[src/hdl/sfd_queue.sv]
// Short first-in first-out queue between the front end and the back end.
// Generic in width and depth; depends on nothing.
`default_nettype none

module sfd_queue #(
   parameter int  DW    = 32,
   parameter int  DEPTH = 4,
   localparam int PW    = $clog2(DEPTH),
   localparam int NW    = $clog2(DEPTH + 1)
) (
   input  wire logic          clock,
   input  wire logic          reset,
   input  wire logic          push,
   input  wire logic [DW-1:0] push_data,
   output logic               full,
   input  wire logic          pop,
   output logic               pop_valid,
   output logic [DW-1:0]      pop_data
);

   logic [DW-1:0] entries_ff [DEPTH];
   logic [PW-1:0] wr_ptr_ff, wr_ptr_in;
   logic [PW-1:0] rd_ptr_ff, rd_ptr_in;
   logic [NW-1:0] fill_ff, fill_in;

   assign full      = (fill_ff == NW'(DEPTH));
   assign pop_valid = (fill_ff != '0);
   assign pop_data  = entries_ff[rd_ptr_ff];

   always_comb begin
      wr_ptr_in = wr_ptr_ff;
      rd_ptr_in = rd_ptr_ff;
      fill_in   = fill_ff;
      if (push) begin
         wr_ptr_in = (wr_ptr_ff == PW'(DEPTH - 1)) ? '0 : wr_ptr_ff + PW'(1);
      end
      if (pop) begin
         rd_ptr_in = (rd_ptr_ff == PW'(DEPTH - 1)) ? '0 : rd_ptr_ff + PW'(1);
      end
      if (push && !pop) begin
         fill_in = fill_ff + NW'(1);
      end else if (pop && !push) begin
         fill_in = fill_ff - NW'(1);
      end
   end

   always_ff @(posedge clock) begin
      if (reset) begin
         wr_ptr_ff <= '0;
         rd_ptr_ff <= '0;
         fill_ff   <= '0;
      end else begin
         wr_ptr_ff <= wr_ptr_in;
         rd_ptr_ff <= rd_ptr_in;
         fill_ff   <= fill_in;
      end
   end

   always_ff @(posedge clock) begin
      if (push) begin
         entries_ff[wr_ptr_ff] <= push_data;
      end
   end

endmodule

`default_nettype wire

[config.mk]
export PLATFORM = sky130hd
export DESIGN_NAME = sfd_queue
export DESIGN_NICKNAME = d
export VERILOG_FILES = /design/src/hdl/sfd_queue.sv
export SDC_FILE = /design/constraint.sdc
export NUM_CORES = 1
export LEC_CHECK = 0
export BUFFER_PORTS_ARGS = -buffer_cell sky130_fd_sc_hd__buf_2
export CORE_MARGIN = 5
export CORE_UTILIZATION = 42
export CTS_BUF_LIST = sky130_fd_sc_hd__clkbuf_2
export DETAILED_ROUTE_END_ITERATION = 8
export PLACE_DENSITY = 0.58
export SETUP_SLACK_MARGIN = 0.4
export SLEW_MARGIN = 0
export SYNTH_ARGS = -nofsm -noshare
export SYNTH_HDL_FRONTEND = slang
export SYNTH_SLANG_ARGS = --single-unit
[constraint.sdc]
create_clock -name clock -period 2.19 [get_ports clock]
set_input_delay 0.219 -clock clock [delete_from_list [all_inputs] [get_ports clock]]
set_output_delay 0.219 -clock clock [all_outputs]
set_load 0.01 [all_outputs]
# --- Word-level counts from Yosys, hierarchy flattened ---
# Memories as Yosys holds them, arrays and structs flattened. A register that Yosys moved wholly into a read port is not among the register bits.
# Index checks and enable logic that the tools add are counted.
word_totals:
  reg_bits: 7
  latchBits: 0
  ramBits: 128
  romBits: 0
  input_bits: 36
  wordCells: 25
  memories: 1
mem_list:
  columns: ["memory", "depth", "word_bits", "read_ports", "rd_ports_with_merged_regs", "wr", "line", "text"]
  rows:
  - ["entries_ff", 4, 32, 1, 1, 1, "21", "logic [DW-1:0] entries_ff [DEPTH];"]
classes:
  add_sub_neg: 4
  n_mul: 0
  div: 0
  magnitude_cmp: 0
  n_eq_ne: 3
  shifts: 0
  n_mux: 8
  n_bitwise: 0
  reduce_logical: 6
op_table:
  columns: ["op", "n"]
  rows:
  - ["2-bit 2-to-1 mux", 4]
  - ["3-bit 2-to-1 mux", 2]
  - ["2-bit by 1-bit adder with 2-bit output, second input constant", 2]
  - ["2-bit == test, second input constant", 2]
  - ["3-bit by 1-bit adder with 3-bit output, second input constant", 1]
  - ["3-bit == test, second input constant", 1]
  - ["3-bit nonzero test", 1]
  - ["3-bit by 1-bit subtractor with 3-bit output, second input constant", 1]
  - ["1-bit logical AND", 2]
  - ["1-bit zero test", 2]
  - ["1-bit 2-to-1 mux", 2]
  - ["2-bit nonzero test", 1]

# --- Longest topological paths before layout ---
depth:
  word_depth: 4
  mapped_depth: 7
  depth_no_buf: 7

# --- Least setup slack after synthesis ---
# No wires, ideal clock.
synth_path:
  path_type: "reg-to-reg"
  start: "reg wr_ptr_ff[0]"
  end: "mem entries_ff[3][0] (enable)"
  setup_time_ns: 0.392
  arrival_time_ns: 1.341
  t_required_ns: 1.798
  slack_ns: 0.457
  path_stages_with_launch: 3
  path_buffers: 0
  synth_period_minus_slack_ns: 1.733
  path_cell_list: "dfxtp_1 -> ha_1 -> and2_1"
synth_lines:
  columns: ["element", "line", "text"]
  rows:
  - ["from (decl)", "22", "logic [PW-1:0] wr_ptr_ff, wr_ptr_in;"]
  - ["from (signal assigned)", "53", "wr_ptr_ff <= wr_ptr_in;"]
  - ["to (decl)", "21", null]
# Straight into the memory's write port.

==> impl_metrics.csv <==
group,metric,value,unit
yosys,synthMostInstantiatedCell,"edfxtp_1",
outcome,run_status,"complete, but fails checks",
sta,period_minus_slack,2230,ps
floorplanning,die_h,120,um
route,drt-vias-per-instance,4.98,
power,power_density,806,nW/um^2
clock_tree,cts_buffer_depth,2,
yosys,syn_nets,254,
worst_setup_path,cp-endpoint,"pop_data[15]",
power,static-leakage-power,0.00228,uW
sta,setup_ws,-35.3,ps
yosys,synth_edf_count,128,
sta,max_freq,449,MHz
global_route,grt_pass1_vias,2755,
worst_setup_path,cp_max_fo,4,
layout,numnets_final,383,
layout,postLayoutCoreUtil,0.547,
global_route,largest_net_degree_at_the_start_of_global_routing,22,
worst_setup_path,cp_data_required_time,1970,ps
worst_setup_path,crit_cells,4,
route,totalWireLength,9.26,mm
yosys,synthesis.area,5100,um^2
hold_path,holdCritPathClass,"in -> reg",
route,final_antenna_net_count,0,
yosys,synth-main-ff-cell,"edfxtp_1",
worst_setup_path,max_stage_delay,500,ps
worst_setup_path,timing.critical_path.from_type,"register",
global_route,global_route_wire_length_before_repair,14.9,mm
route,wl_per_cell,18.5,um
placed_design,buffer_ports.inserted,69,
worst_setup_path,top_delay_family_on_crit_path,"multiplexers",
yosys,ys_seq_area_frac,0.789,
sta,final-max-slew-violation-count,0,
layout,number_of_fill_cells,932,
route,routed-via-count,2497,
clock_tree,clock_insertion_delay_worst_skew,660,ps
power,ir_worst_vdd,0.535,mV
worst_setup_path,critPathKind,"reg -> out",
hold_path,min_from,"push_data[7]",
clock_tree,cts-buffers-inserted,17,
worst_setup_path,crit-reg2reg-capture,"entries_ff[3][17]$_DFFE_PP_",
yosys,netlist_top_cells_area,"edfxtp_1 75%, mux4_2 13%, dfxtp_1 3.5%",
layout,seqCellArea,4040,um^2
sta,fin_skew,13.2,ps
layout,syn2layout_area_growth,28.4,%
outcome,failing_checks,"setup timing",
global_route,gr-total-overflow,0,
yosys,netlist-cell-type-count,18,
flow_run,max_cap_violations,0,
layout,share_of_final_layout_standard_cells_stronger_than_drive_strength_1,0.442,
global_route,antenna_found_initial,1,
yosys,netlist_top_cells_count,"128 x edfxtp_1, 30 x mux4_2, 9 x dfxtp_1",
worst_setup_path,rrSetupSlack,600,ps
worst_setup_path,cp_cell_sequence,"buf_12 > clkbuf_16 > mux4_2 > buf_6",
placed_design,routabilityCongestion,0.691,
floorplanning,initial_standard_cell_utilization_of_the_core,0.426,
global_route,gr-usage-all-layers,0.142,
floorplanning,ioPinCount,70,
clock_tree,clkTransAtPathRegs,200,ps
yosys,synth_largest_area_cell,"edfxtp_1",
sta,layout_worst_path_cycle_share,1.02,
worst_setup_path,cp-end-kind,"output pin",
clock_tree,clock_tree_from_tritoncts,"done",
layout,finish.cell_count_without_fillers,501,
placed_design,dp_hpwl,5.63,mm
sta,slew-limit-headroom,0.690,
yosys,post_synth.cell_area_avg,24.2,um^2
floorplanning,die_w,120,um
layout,multi_input_logic_area,977,um^2
sta,setup_viol_count_final,10,
placed_design,number_of_placed_cells_counting_well_taps,429,
clock_tree,cts_root_buf,"clkbuf_2",
sta,tightest_pin_transition,465,ps
yosys,synth_cells,211,
clock_tree,cts.htree.levels,4,
worst_setup_path,timing.reg2reg.worst_path_depth,3,
route,detailedRoute.firstIterationViolations,103,
floorplanning,die_area,14400,um^2
worst_setup_path,cp.buffers_inverters,3,
yosys,synth-seq-cells,137,
clock_tree,cts.sinks,137,
floorplanning,core.rowCount,40,
yosys,synth.top_cell.area_share,0.754,
worst_setup_path,cpMaxStageDelayCell,"mux4_2",
worst_setup_path,worst_ep_arrival_time,2010,ps
sta,setup_repair_after_global_routing_missed_its_margin,"true",
floorplanning,fp.coreArea,12000,um^2
sta,hold_viol,0,
worst_setup_path,worst_r2r_startpoint,"wr_ptr_ff[0]$_SDFFE_PP0P_",
route,route.detailed.drc,0,
route,drt_pre_antenna_iters,4,
yosys,synthesis.yosys.warnings,0,
yosys,synth_async_sr_flop_share,0,
==> per-layer routing <==
metal	track usage	share of wire	vias to the layer above
li1	-	-	1142
met1	0.172	0.42	1288
met2	0.231	0.53	56
met3	0.0491	0.041	11
met4	0.0601	0.014	0
met5	0	0	-
==> power by group <==
part           leakage [uW]  switching, uW  internal (uW)
logic              0.000894            305            388
clock network      0.000139            912            643
registers           0.00125           39.3           2990
==> layout make-up <==
class	count	area share
multi-input cells	63	0.149
repair buffers	117	0.163
flip-flops and latches	137	0.616
clock buffers	18	0.0138
inverters	4	0.00229
diodes	1	0.000382
clock inverters	14	0.0268
well taps	147	0.0281
==> stage by stage <==
step / total power [uW] / cell area (um^2) / setup TNS [ps] / setup slack, ps / hold WS (ps)
global route: 5530 / 6550 / -5310 / -210 / 181
global placement: 3610 / 5660 / 0 / 525 / 430
floorplan: 3400 / 5100 / 0 / 457 / 288
CTS: 5330 / 6450 / -3470 / -161 / 177
finish: 5280 / 6550 / -236 / -35.3 / 284
detailed placement: 3620 / 5660 / 0 / 518 / 435
==> registers in the layout, indices dropped and copies added (netlist names), named ones only <==
| name | flops |
|---|---|
| entries_ff | 128 |
| fill_ff | 3 |
| rd_ptr_ff | 2 |
| wr_ptr_ff | 2 |
==> cell families after synthesis <==
family                     Yosys count  share of synthesized area
xor gates and xnor gates             2                    0.00344
and+or+nand+nor                     15                     0.0155
AOI/OAI and AO/OA                    3                    0.00294
DFF                                137                      0.789
buffers and inverters               11                     0.0199
adders and majority gates            7                     0.0186
muxes                               36                      0.151
==> worst min-delay path by stage <==
stage | endpoint | cells after the start
2_1_floorplan | fill_ff[2]$_SDFFE_PP0P_ | 1
3_3_place_gp | entries_ff[1][3]$_DFFE_PP_ | 1
3_5_place_dp | entries_ff[2][18]$_DFFE_PP_ | 1
4_1_cts | entries_ff[0][12]$_DFFE_PP_ | 2
5_1_grt | entries_ff[3][5]$_DFFE_PP_ | 2
6_report | entries_ff[2][7]$_DFFE_PP_ | 2
==> what timing repair did <==
item	CTS	global route
hold endpoints to repair	137	0
gates cloned	1	1
setup buffers	2	0
hold buffers	35	0
setup endpoints to repair	34	34
gates resized for setup	29	13
==> layout by cell type (no fill, tap or decap), types with 4 or more instances in the layout <==
cell type	n
inv_1	4
buf_2	43
clkinvlp_4	6
and2_2	4
mux4_2	32
buf_6	26
dlygate4sd3_1	35
edfxtp_1	128
mux2i_1	4
dfxtp_1	4
buf_4	5
ha_1	6
buf_12	6
nor2_1	7
clkbuf_2	18
Note: power is estimated with default switching activity, not from simulation.
