===== config.mk =====
export PLATFORM = sky130hd
export DESIGN_NAME = sfd_front
export DESIGN_NICKNAME = d
export VERILOG_FILES = /design/src/hdl/sfd_pkg.sv /design/src/hdl/sfd_front.sv
export SDC_FILE = /design/constraint.sdc
export NUM_CORES = 1
export LEC_CHECK = 0
export BUFFER_PORTS_ARGS = -buffer_cell sky130_fd_sc_hd__buf_2
export CAP_MARGIN = 5
export CORE_MARGIN = 2
export CORE_UTILIZATION = 61
export CTS_BUF_LIST = sky130_fd_sc_hd__clkbuf_4
export DETAILED_ROUTE_END_ITERATION = 10
export PLACE_DENSITY = 0.87
export SYNTH_ARGS = -nofsm -noshare
export SYNTH_HDL_FRONTEND = slang
export SYNTH_SLANG_ARGS = --single-unit

===== constraint.sdc =====
create_clock -name clock -period 4.65 [get_ports clock]
set_input_delay 0.93 -clock clock [delete_from_list [all_inputs] [get_ports clock]]
set_output_delay 0.93 -clock clock [all_outputs]
set_load 0.02 [all_outputs]

===== src/hdl/sfd_pkg.sv =====
// Shared types and constants for the spatiotemporal flag denoiser.
// Used by the front end, the back end and the top level; depends on nothing.
`default_nettype none

package sfd_pkg;

   // Field and register widths.
   localparam int CSR_INDEX_W = 2;
   localparam int CSR_DATA_W  = 8;
   localparam int COLS_W      = 8;
   localparam int ROWS_W      = 7;
   localparam int THR_W       = 4;
   localparam int OUT_COL_W   = 7;
   localparam int OUT_ROW_W   = 6;

   // Four flag planes: the one being filled and the last three whole frames.
   localparam int PLANES      = 4;
   localparam int PLANE_W     = 2;

   // Rows are spread over three memory banks by row number modulo three.
   localparam int BANKS       = 3;

   localparam int QUEUE_DEPTH = 4;

   // Register indexes.
   localparam logic [CSR_INDEX_W-1:0] CSR_GRID_COLS       = 2'd0;
   localparam logic [CSR_INDEX_W-1:0] CSR_GRID_ROWS       = 2'd1;
   localparam logic [CSR_INDEX_W-1:0] CSR_COUNT_THRESHOLD = 2'd2;

   // Register values after reset.
   localparam logic [COLS_W-1:0] COLS_RESET = 8'd80;
   localparam logic [ROWS_W-1:0] ROWS_RESET = 7'd54;
   localparam logic [THR_W-1:0]  THR_RESET  = 4'd2;

   // Classification of one request, passed from the front end to the back end.
   typedef struct packed {
      logic               flag;
      logic               valid_frame;
      logic               full_history;
      logic               interior;
      logic               last;
      logic [PLANE_W-1:0] newest;
      logic [1:0]         bank;
   } cell_ctl_type;

   // Settings the back end takes from the register file.
   typedef struct packed {
      logic [THR_W-1:0] threshold;
      logic             restart;
   } back_cfg_type;

endpackage

`default_nettype wire


===== src/hdl/sfd_front.sv =====
// Front end: register file, raster position tracking and request classification.
// Depends on sfd_pkg.
`default_nettype none

module sfd_front #(
   parameter int  MAX_COLS  = 128,
   parameter int  MAX_ROWS  = 64,
   localparam int CW        = $clog2(MAX_COLS),
   localparam int RW        = $clog2(MAX_ROWS),
   localparam int BANK_ROWS = (MAX_ROWS + 2) / 3,
   localparam int QW        = (BANK_ROWS > 1) ? $clog2(BANK_ROWS) : 1
) (
   input  wire logic                             clock,
   input  wire logic                             reset,
   input  wire logic                             csr_valid,
   output logic                                  csr_ready,
   input  wire logic [sfd_pkg::CSR_INDEX_W-1:0]  csr_index,
   input  wire logic [sfd_pkg::CSR_DATA_W-1:0]   csr_data,
   input  wire logic                             req_valid,
   input  wire logic                             req_cell_flag,
   input  wire logic                             hold,
   output logic                                  push,
   output sfd_pkg::cell_ctl_type                 push_ctl,
   output logic [RW-1:0]                         push_row,
   output logic [CW-1:0]                         push_col,
   output logic [QW-1:0]                         push_bq,
   output sfd_pkg::back_cfg_type                 back_cfg
);
   import sfd_pkg::*;

   localparam int CCW = CW + 1;
   localparam int CRW = RW + 1;
   localparam logic [1:0]         LAST_BANK = 2'(BANKS - 1);
   localparam logic [PLANE_W-1:0] SEEN_FULL = 2'd3;

   function automatic logic [CCW-1:0] clamp_cols(input logic [COLS_W-1:0] v);
      logic [CCW-1:0] res;
      if (v < COLS_W'(3)) begin
         res = CCW'(3);
      end else if (32'(v) > MAX_COLS) begin
         res = CCW'(MAX_COLS);
      end else begin
         res = CCW'(v);
      end
      return res;
   endfunction

   function automatic logic [CRW-1:0] clamp_rows(input logic [ROWS_W-1:0] v);
      logic [CRW-1:0] res;
      if (v < ROWS_W'(3)) begin
         res = CRW'(3);
      end else if (32'(v) > MAX_ROWS) begin
         res = CRW'(MAX_ROWS);
      end else begin
         res = CRW'(v);
      end
      return res;
   endfunction

   logic [CCW-1:0]     cols_ff, cols_in;
   logic [CRW-1:0]     rows_ff, rows_in;
   logic [THR_W-1:0]   thr_ff, thr_in;
   logic [CW-1:0]      col_ff, col_in;
   logic [RW-1:0]      row_ff, row_in;
   logic [QW-1:0]      bq_ff, bq_in;
   logic [1:0]         bm_ff, bm_in;
   logic [PLANE_W-1:0] newest_ff, newest_in;
   logic [PLANE_W-1:0] seen_ff, seen_in;

   logic csr_wr;
   logic geo_wr;
   logic last_col;
   logic last_row;

   assign csr_ready = 1'b1;
   assign csr_wr    = csr_valid && csr_ready;
   assign geo_wr    = csr_wr && (csr_index == CSR_GRID_COLS || csr_index == CSR_GRID_ROWS);

   assign push     = req_valid && !hold;
   assign last_col = (CCW'(col_ff) + CCW'(1)) == cols_ff;
   assign last_row = (CRW'(row_ff) + CRW'(1)) == rows_ff;

   always_comb begin
      cols_in   = cols_ff;
      rows_in   = rows_ff;
      thr_in    = thr_ff;
      col_in    = col_ff;
      row_in    = row_ff;
      bq_in     = bq_ff;
      bm_in     = bm_ff;
      newest_in = newest_ff;
      seen_in   = seen_ff;

      if (push) begin
         if (last_col && last_row) begin
            col_in    = '0;
            row_in    = '0;
            bq_in     = '0;
            bm_in     = '0;
            newest_in = newest_ff + PLANE_W'(1);
            if (seen_ff != SEEN_FULL) begin
               seen_in = seen_ff + PLANE_W'(1);
            end
         end else if (last_col) begin
            col_in = '0;
            row_in = row_ff + RW'(1);
            if (bm_ff == LAST_BANK) begin
               bm_in = '0;
               bq_in = bq_ff + QW'(1);
            end else begin
               bm_in = bm_ff + 2'd1;
            end
         end else begin
            col_in = col_ff + CW'(1);
         end
      end

      // A geometry write starts the frame over at the top left.
      if (geo_wr) begin
         col_in = '0;
         row_in = '0;
         bq_in  = '0;
         bm_in  = '0;
      end

      if (csr_wr) begin
         if (csr_index == CSR_GRID_COLS) begin
            cols_in = clamp_cols(csr_data[COLS_W-1:0]);
         end else if (csr_index == CSR_GRID_ROWS) begin
            rows_in = clamp_rows(csr_data[ROWS_W-1:0]);
         end else if (csr_index == CSR_COUNT_THRESHOLD) begin
            thr_in = csr_data[THR_W-1:0];
         end
      end
   end

   always_ff @(posedge clock) begin
      if (reset) begin
         cols_ff   <= clamp_cols(COLS_RESET);
         rows_ff   <= clamp_rows(ROWS_RESET);
         thr_ff    <= THR_RESET;
         col_ff    <= '0;
         row_ff    <= '0;
         bq_ff     <= '0;
         bm_ff     <= '0;
         newest_ff <= '0;
         seen_ff   <= '0;
      end else begin
         cols_ff   <= cols_in;
         rows_ff   <= rows_in;
         thr_ff    <= thr_in;
         col_ff    <= col_in;
         row_ff    <= row_in;
         bq_ff     <= bq_in;
         bm_ff     <= bm_in;
         newest_ff <= newest_in;
         seen_ff   <= seen_in;
      end
   end

   always_comb begin
      push_ctl.flag         = req_cell_flag;
      push_ctl.valid_frame  = seen_ff[1];
      push_ctl.full_history = (seen_ff == SEEN_FULL);
      push_ctl.interior     = (row_ff != '0) && !last_row && (col_ff != '0) && !last_col;
      push_ctl.last         = last_col && last_row;
      push_ctl.newest       = newest_ff;
      push_ctl.bank         = bm_ff;
   end

   assign push_row = row_ff;
   assign push_col = col_ff;
   assign push_bq  = bq_ff;

   assign back_cfg.threshold = thr_ff;
   assign back_cfg.restart   = geo_wr;

endmodule

`default_nettype wire


; Word level (Yosys, flattened, before mapping)
; Cells that the tools add are included.
[totals]
word_cells = 67
register_bits = 43
[op_classes]
eq_ne = 7
bitwise = 2
mux = 14
order_cmp = 4
addsub = 8
reduce_logical = 23
[op_table]
columns = op, n
row1 = two-way mux 7 bit, 4
row2 = two-way mux 8 bit, 2
row3 = two-way mux 5 bit, 3
row4 = two-way mux 6 bit, 2
row5 = AND reduction 3 bit, 3
row6 = "adder 7 x 1 -> 8 bit, second input constant", 1
row7 = == test 8 bit, 1
row8 = "greater-than comparator 8 bit, second input constant", 1
row9 = "less-than comparator 8 x 2 -> 1 bit, second input constant", 1
row10 = "adder 6 x 1 -> 7 bit, second input constant", 1
row11 = "adder 7 x 1 -> 7 bit, second input constant", 1
row12 = == test 7 bit, 1
row13 = "greater-than comparator 7 bit, second input constant", 1
row14 = "less-than comparator 7 x 2 -> 1 bit, second input constant", 1
row15 = nonzero test 7 bit, 1
row16 = "adder 2 x 1 -> 2 bit, second input constant", 3
row17 = "adder 6 x 1 -> 6 bit, second input constant", 1
row18 = "== test 2 bit, second input constant", 3
row19 = logical AND 1 bit, 6
row20 = two-way mux 2 bit, 3
row21 = AND reduction 2 bit, 3
row22 = nonzero test 6 bit, 1
row23 = "adder 5 x 1 -> 5 bit, second input constant", 1
row24 = AND reduction 4 bit, 1
row25 = other kinds (8), 12

; Depth between registers and ports, before layout
; Gate-level depths: netlist of run 1.
[logic_depth]
word_depth = 6
mapped_depth = 10

; Least setup slack after synthesis of run 1
; No wires, ideal clock.
[synth_path]
path_kind = register to output
start = register col_ff[0], in the netlist push_col[0]
end = output push_ctl[4] (netlist bit)
stages_incl_launch_ff = 9
path_slack_ns = 1.451
arrival_ns = 2.269
t_required_ns = 3.720
cell_sequence = dfxtp_1 buf_2 inv_1 ha_1 xor2_1 nor4_2 o2111a_1 clkbuf_1 nor2b_1
[synth_lines]
columns = item, line_no
row1 = "start, declared", sfd_front.sv:63  ; logic [CW-1:0] col_ff, col_in;
row2 = "start signal, assigned", sfd_front.sv:152  ; col_ff <= col_in;
row3 = "end, declared", sfd_front.sv:23  ; output sfd_pkg::cell_ctl_type push_ctl,

==> results.md, run 1 <==
- Netlist cell types: 55
- Post_cts resized: 0
- FF-to-FF setup slack: 1.93 ns
- WP data arrival: between 2 and 3 ns
- Max Buffers Root-to-Sink: 2
- Routed Antenna Nets: 0
- WP data required: 3.72 ns
- Ant. Diodes: 0
- Critical-path cell list: ha_1 -> a31oi_1 -> o31a_1 -> o22ai_2 -> o2111a_1 -> nor2b_1 -> buf_2
- Layout area overhead: 8.80%
- CTS root buf: clkbuf_4
- Asr flop ratio synth: 0
- Routed len/inst: 14.7 um
- Largest net degree at the start of global routing: 27
- RSZ-0062 raised after global routing: no
- Crit path to: push_ctl[4]
- Register area: 861 um2
- Final setup viols: 0
- Clk sinks: 43
- Critical Path Source: push_col[0]
- Num rows: 23
- Status: finished clean
- Cells after Synth: 296
- Vias: 2294
- Power Density: 233 mW/mm2
- Reg-to-reg endpoint: seen_ff[1]
- Synth Flop Type: dfxtp_1
- Setup TNS: 0 ns
- Initial antenna violation count: 0
- First-pass GRT wire length: 9.07 mm
- Total CTS buffers: 5
- Post-CTS Setup Bufs: 0
- Hold Vio Cnt, Final: 0
- Total track usage: 0.257
- Sequential cell area fraction in the yosys report: 0.344
- Critical Path End Type: output pin
- Crit-path max FO: 12
- Initial drt markers: 251
- Core ar.: about 0.0040 mm2
- Layout cells sized above 1: 0.214
- Final Util: 0.686
- Commonest non-fill, non-tap cell in the layout: buf_2
- Critical path depth: 7
- Wl on met1: around 2.6 mm
- Post-Route Skew: 0.0233 ns
- Final worst path period need: 3.65 ns
- Number of synthesized flops with an enable pin: 0
- H-tree level count: 2
- Mapped Area: about 0.0025 mm2
- Path depth of the worst reg2reg path: 8
- TritonRoute pass-1 iters: 4
- Multi-input logic area: 0.00146 mm2
- Avg Inst Size Synth: 8.46 um2
- Die area: ~0.0046 mm2
- CTS Hold Bufs: 0
- Worst Path Buf+Inv: 1
- Drt total wl: 5.47 mm
- Post-layout nets: 344
- Leak: around 0.0011 uW
- Mapped Nets: 318
- Number of fillers in the final layout: 312
- Fin. max-slew vios: 0
- Peak VDD IR: 192 uV
- Die height: 68.1 um
- DP HPWL: 3.83 mm
- Drt drc: 0
- Worst-path clk slew: 0.13 ns
- #FFs+latches synth: 43
- CP max stage delay: 0.53 ns
- Crit-path leading delay family: compound AO/OA/AOI/OAI gates
- Max Used Layer: met4
- FF-to-FF Start: push_col[0]
- Die width: 68.1 um
- Hold/Removal Path Class: reg2reg
- Crit share post-route: 0.785
- Most frequent cells in the layout: buf_2, dfxtp_1, nand2_1, nor2_1, a21oi_1
- Grt ovf: 0
- Routed wl met2: 2.49 mm
- Met3 WL: 352 um
- GP Congestion: 0.961
- Vias per Instance: 6.15
- Clk_lat worst skew: 0.37 ns
- Warnings from Yosys: 0
- Crit start category: flop
- Io pins: 50
- Port bufs: 46
- CP Class: reg2out
- FMAX: 274 MHz
- Max cap viols: 0
- CTS tree: built
- Vias in the first global route: 1976
- Slowest cell on crit path: dfxtp_1
- Initial core utilization: 0.630
-- state kept, by name (all words and copies together) (netlist names) --
signal     count
rows_ff        7
newest_ff      2
push_col       7
bm_ff          2
push_row       6
cols_ff        8
push_bq        5
thr_ff         4
seen_ff        2
-- Yosys cell counts, drive strengths merged, types with 2 or more instances --
cell type	n	area share
nor3	5	0.010
nor2b	5	0.012
dfxtp	43	0.34
or2	3	0.0075
nand3	11	0.024
o41ai	6	0.021
a21oi	17	0.034
o22ai	3	0.010
nor4	3	0.010
nand2	22	0.035
or4	7	0.021
nand4	5	0.012
a211o	5	0.017
o2111a	2	0.0095
nor3b	10	0.030
a31oi	5	0.012
nand2b	2	0.0050
nor2	18	0.027
o31ai	4	0.012
inv	9	0.013
mux2i	5	0.020
and4	2	0.0080
a31o	2	0.0070
or3	4	0.010
xor2	9	0.031
nand3b	8	0.024
and3	8	0.020
buf	15	0.037
a32oi	9	0.031
a22oi	2	0.0060
clkbuf	14	0.021
o21ai	5	0.010
xnor2	10	0.035
ha	6	0.030
a211oi	2	0.0060
-- power breakdown --
| part | switching (uW) | total [uW] | internal [uW] |
|---|---|---|---|
| Clock | 122 | 193 | 70.7 |
| Combinational | 37.8 | 61.0 | 23.3 |
| Sequential | 6.80 | 382 | 375 |
-- per-layer routing --
layer / vias up / GRT usage
met5: - / 0
met4: 0 / 0.0725
met2: 70 / 0.393
met3: 5 / 0.0543
met1: 1075 / 0.365
li1: 1144 / -
-- per-stage QoR --
| step | instances | power [uW] | hold WS, ns | worst slack, ns | cell area [um2] |
|---|---|---|---|---|---|
| floorplan | 296 | 434 | 0.456 | 1.45 | 2500 |
| global placement | 365 | 449 | 0.448 | 1.53 | 2670 |
| detailed placement | 365 | 450 | 0.444 | 1.45 | 2670 |
| CTS | 373 | 642 | 0.482 | 1.02 | 2720 |
| global route | 373 | 666 | 0.498 | 0.795 | 2720 |
| finish | 373 | 635 | 0.478 | 1.00 | 2720 |
-- final cells by class --
| class | instances | area share |
|---|---|---|
| clock buffer | 7 | 0.0193 |
| clock inverter | 1 | 0.00184 |
| inverter | 9 | 0.0124 |
| multi-input combinational | 215 | 0.537 |
| sequential | 43 | 0.316 |
| tap | 50 | 0.0230 |
| timing repair buffer | 48 | 0.0900 |
-- worst reg2reg max path, cell delays in order (launching register included) --
cell and delay (ns):
dfxtp_1 0.53, ha_1 0.40, xnor2_1 0.19, xnor2_1 0.10
nor4_2 0.26, o2111a_2 0.27, nand2_2 0.20, or4b_1 0.53
a21oi_1 0.15
-- how the worst min path moves through the flow --
stage,startpoint,depth (start not counted),end,slack (ns)
floorplan,seen_ff[0],2,seen_ff[0],0.46
global placement,thr_ff[1],1,thr_ff[1],0.45
detailed placement,thr_ff[1],1,thr_ff[1],0.44
CTS,thr_ff[1],1,thr_ff[1],0.48
global route,thr_ff[1],1,thr_ff[1],0.50
finish,thr_ff[1],1,thr_ff[1],0.48
-- cell families (layout without fill, tap and decap cells) --
kind of cell,after synthesis,count (layout),synth area share
simple gates,115,115,0.263
xor+xnor,19,19,0.0665
compound gates,69,69,0.203
buf+inv,38,65,0.0715
fa+ha+maj,6,6,0.0300
other cells,1,1,0.00150
mux,5,5,0.0200
flops,43,43,0.344
Power figures use the tool's default switching activity.
==> run 2, diff against run 1 <==
--- a/config.mk
+++ b/config.mk
@@ -8,10 +8,10 @@
 export BUFFER_PORTS_ARGS = -buffer_cell sky130_fd_sc_hd__buf_2
 export CAP_MARGIN = 5
 export CORE_MARGIN = 2
-export CORE_UTILIZATION = 61
+export CORE_UTILIZATION = 51
 export CTS_BUF_LIST = sky130_fd_sc_hd__clkbuf_4
 export DETAILED_ROUTE_END_ITERATION = 10
-export PLACE_DENSITY = 0.87
+export PLACE_DENSITY = 0.78
 export SYNTH_ARGS = -nofsm -noshare
 export SYNTH_HDL_FRONTEND = slang
 export SYNTH_SLANG_ARGS = --single-unit
==> constraint.sdc (replaced) <==
create_clock -name clock -period 3.15 [get_ports clock]
set_input_delay 0.63 -clock clock [delete_from_list [all_inputs] [get_ports clock]]
set_output_delay 0.63 -clock clock [all_outputs]
set_load 0.02 [all_outputs]
==> run 2 against run 1 <==
  * Worst hold slack better by 0.0046 ns
  * Setup slack worse by 0.84 ns
  * Wire length up 7.5%
  * First-iteration DRC count down 33%
  * Clock power up 93%
  * Final area up 3.2%
  * Sequential cell count unchanged
  * Via count up 1.4%
  * Die area up 18%
  * Clock skew down 0.011 ns
  * Sequential power up 48%
  * Clock-buffer cell count down 2
  * Highest routed layer unchanged
==> results.md, run 2 (synthesis results as in run 1) <==
- Status: finished clean
- CTS root buf: clkbuf_4
- Crit-path leading delay family: compound AO/OA/AOI/OAI gates
- Initial antenna violation count: 0
- Grt ovf: 0
- Vias in the first global route: 2105
- Die height: 74.1 um
- Hold/Removal Path Class: reg2reg
- Final worst path period need: 2.98 ns
- Peak VDD IR: 251 uV
- FMAX: 335 MHz
- TritonRoute pass-1 iters: 4
- Routed wl met2: 2.74 mm
- WP data arrival: 2.35 ns
- Total power: 1030 uW
- Commonest non-fill, non-tap cell in the layout: buf_2
- Setup TNS: 0 ns
- Crit share post-route: 0.948
- Clk sinks: 43
- Number of fillers in the final layout: 429
- Worst-path clk slew: 0.14 ns
- Layout cells sized above 1: 0.239
- GP Congestion: 0.846
- Routed Antenna Nets: 0
- Max cap viols: 0
- CP Class: reg2out
- Core ar.: 0.00472 mm2
- Critical-path cell list: and3_1 -> a31oi_1 -> o31a_1 -> o22ai_2 -> o2111a_2 -> nor2b_1 -> buf_2
- WP data required: 2.52 ns
- Initial core utilization: 0.530
- Max Buffers Root-to-Sink: 2
- Max reg flops: 8
- Fin. max-slew vios: 0
- Post-layout nets: approximately 350
- Clk_lat worst skew: approximately 0.37 ns
- Ant. Diodes: 0
- Most frequent cells in the layout: buf_2, dfxtp_1, nand2_1, nor2_1, a21oi_1
- Total CTS buffers: 5
- DP HPWL: 4.08 mm
- Hold WS: 0.483 ns
- CP max stage delay: 0.55 ns
- Slowest cell on crit path: dfxtp_1
- Die width: between 70 and 80 um
- Vias per Instance: 5.91
- First-pass GRT wire length: approximately 9.9 mm
- Power Density: 366 mW/mm2
- Final setup viols: 0
- Initial drt markers: 169
- Critical Path End Type: output pin
- Layout area overhead: 12.2%
- Drt total wl: 5.88 mm
- Wl on met1: 2.76 mm
- Vias: between 2000 and 2500
- H-tree level count: 2
- Post-Route Skew: 0.0125 ns
- Port bufs: 46
- Num rows: 25
- Largest Register: cols_ff
- CTS Hold Bufs: 0
- Met3 WL: 298 um
- Max Used Layer: met4
- Total track usage: 0.230
- Leak: 0.00113 uW
- Worst Path Buf+Inv: 1
- Routed len/inst: ~15 um
- Crit-path max FO: 11
- Crit start category: flop
- Largest net degree at the start of global routing: 27
- RSZ-0062 raised after global routing: no
- Io pins: 50
- Die area: 0.00549 mm2
- Drt drc: 0
- CTS tree: built
- Hold Vio Cnt, Final: 0
[run 2: changes by cell type in the layout (fill, tap and decap cells not counted), sizes merged]
| cell | previous run | this run |
|---|---|---|
| buf | 48 | 52 |
| clkbuf | 7 | 5 |
| bufinv | 0 | 1 |
| inv | 9 | 10 |
[run 2: worst paths after layout]
check	from	end	slack, ns	cells after the start
worst max register to register	push_row[2]	seen_ff[1]	0.62	8
worst min-delay path	thr_ff[1]	thr_ff[1]	0.48	1
worst max-delay path	push_col[3]	push_ctl[4]	0.17	7
worst min register to register	thr_ff[1]	thr_ff[1]	0.48	1
[run 2: cell type report]
type                       count  area (um2)  share of cell area
timing repair buffer          52         275              0.0980
clock inverter                 3        47.5              0.0169
inverter                       9        33.8              0.0120
sequential                    43         865               0.308
tap                           67        83.8              0.0298
multi-input combinational    215        1470               0.522
clock buffer                   5        37.5              0.0134
[run 2: routing by layer]
| layer | global-route usage | up-vias |
|---|---|---|
| met1 | 0.322 | 1091 |
| met4 | 0.0646 | 0 |
| li1 | - | 1152 |
| met5 | 0 | - |
| met3 | 0.0488 | 7 |
| met2 | 0.359 | 77 |
[run 2: power breakdown]
group,switching [uW],internal [uW]
sequential,9.88,554
combinational,55.9,35.2
clock,202,171
[run 2: per-stage QoR]
step           instance area [um2]  setup WS (ns)   util  instances
2_1_floorplan                 2500          0.251      -        296
3_3_place_gp                  2700          0.302  0.572        384
3_5_place_dp                  2700          0.223  0.572        384
4_1_cts                       2790         0.0219  0.591        392
5_1_grt                       2810         0.0128  0.595        394
6_report                      2810          0.165  0.595        394
[run 2: repair_timing]
| action | 4_1_cts | 5_1_grt |
|---|---|---|
| endpoints found under the setup margin | 2 | 2 |
| resized for setup | 3 | 2 |
| pin swaps | 0 | 1 |
| setup buffers | 0 | 2 |
==> run 3, diff against run 2 <==
--- a/config.mk
+++ b/config.mk
@@ -8,10 +8,9 @@
 export BUFFER_PORTS_ARGS = -buffer_cell sky130_fd_sc_hd__buf_2
 export CAP_MARGIN = 5
 export CORE_MARGIN = 2
-export CORE_UTILIZATION = 51
-export CTS_BUF_LIST = sky130_fd_sc_hd__clkbuf_4
+export CORE_UTILIZATION = 50
 export DETAILED_ROUTE_END_ITERATION = 10
-export PLACE_DENSITY = 0.78
+export PLACE_DENSITY = 0.76
 export SYNTH_ARGS = -nofsm -noshare
 export SYNTH_HDL_FRONTEND = slang
 export SYNTH_SLANG_ARGS = --single-unit
==> run 3 against run 2 <==
  * Die area increased by 1.9%
  * Critical path type unchanged
  * Clock skew decreased by 0.0084 ns
  * Largest cell class unchanged
  * Total power decreased by 3.3%
  * Wire length decreased by 5.9%
  * Maximum frequency increased by 2.1%
  * Sequential power about the same
  * Clock power decreased by 8.3%
  * Core utilization decreased by 1.2 points
  * Combinational power decreased by 2%
  * Final area decreased by 0.76%
==> results.md, run 3 (synthesis results as in run 1) <==
- Critical Path End Type: output pin
- Clk_lat worst skew: 0.29 ns
- Vias: 2276
- Clk sinks: 43
- Max Buffers Root-to-Sink: 2
- Grt ovf: 0
- Hold WS: 0.477 ns
- Final worst path period need: 2.92 ns
- CP Class: reg2out
- Core ar.: 0.00479 mm2
- Drt total wl: 5.53 mm
- Post-Route Skew: 0.00416 ns
- Vias per Instance: 5.82
- DP HPWL: slightly below 4 mm
- Die width: between 70 and 80 um
- Max reg flops: 8
- Layout area overhead: 11.4%
- Io pins: 50
- Final WS setup: 0.226 ns
- Total CTS buffers: 5
- Crit-path max FO: 12
- Power Density: approximately 360 mW/mm2
- Met3 WL: 281 um
- Commonest non-fill, non-tap cell in the layout: buf_2
- CTS tree: built
- Total track usage: 0.213
- Routed len/inst: 14.1 um
- Routed Antenna Nets: 0
- Dpl cell area: about 0.0027 mm2
- RSZ-0062 raised after global routing: no
- Hold/Removal Path Class: reg2reg
- Crit share post-route: 0.928
- Die height: ~75 um
- Status: finished clean
- Final instance area: 0.00279 mm2
- FMAX: 342 MHz
- Largest net degree at the start of global routing: 27
- Initial antenna violation count: 0
- Fin. max-slew vios: 0
- Max Used Layer: met4
- Initial core utilization: 0.523
- TritonRoute pass-1 iters: 5
- Final Util: 0.583
- Hold Vio Cnt, Final: 0
- Largest Register: cols_ff
- Crit start category: flop
- CTS root buf: clkbuf_8
- Initial drt markers: 196
- Die area: 0.00559 mm2
- Num rows: 25
- Ant. Diodes: 0
- Peak VDD IR: 237 uV
- H-tree level count: 2
- Wl on met1: 2.66 mm
- Leak: 0.00112 uW
- Final setup viols: 0
- Vias in the first global route: about 1900
- WP data arrival: 2.29 ns
- Setup TNS: 0 ns
- Max cap viols: 0
- Port bufs: 46
- Drt drc: 0
- Worst-path clk slew: ~0.080 ns
- First-pass GRT wire length: 9.32 mm
- Post-layout nets: 346
- GP Congestion: ~0.93
- Routed wl met2: 2.53 mm
- Most frequent cells in the layout: buf_2, dfxtp_1, nand2_1, nor2_1, a21oi_1
- WP data required: 2.52 ns
- Layout cells sized above 1: 0.222
- Pre-CTS setup slack: 0.422 ns
run 3: cell type report:
type,instances,area (um2)
clock buffers,5,68.8
clock inverters,2,13.8
fillers,451,2000
inverters,9,33.8
multi-input cells,215,1470
flip-flops and latches,43,862
well taps,67,83.8
repair buffers,50,260
run 3: critical path: stages (launching register included):
cell      delay, ns
dfxtp_1        0.56
and3_1         0.25
a31oi_1        0.10
o31a_1         0.30
o22ai_2        0.20
o2111a_1       0.22
buf_4          0.16
nor2_1         0.05
buf_2          0.15
run 3: final timing paths:
path	start	end	slack [ns]	depth (start not counted)
setup / recovery	push_col[2]	push_ctl[5]	0.23	8
hold / removal	thr_ff[1]	thr_ff[1]	0.48	1
hold reg to reg	thr_ff[1]	thr_ff[1]	0.48	1
setup reg to reg	push_row[2]	seen_ff[0]	0.54	8
run 3: power breakdown:
part           leakage, uW  switching (uW)  internal, uW
logic             0.000731            54.9          34.3
registers         0.000349            9.59           553
clock network    0.0000440             191           152
run 3: what timing repair did:
action / CTS / global route
buffers inserted: 0 / 0
endpoints found under the setup margin: 0 / 2
hold buffers: 0 / 0
resized for setup: 0 / 2
run 3: per-layer routing:
layer	vias to the layer above	global-route usage
li1	1142	-
met2	64	0.328
met1	1063	0.303
met4	0	0.0595
met5	-	0
met3	7	0.0442
run 3: stage by stage:
step	cells	total power, uW
finish	391	994
floorplan	296	640
global route	391	1040
detailed placement	384	664
global placement	384	663
CTS	391	1010
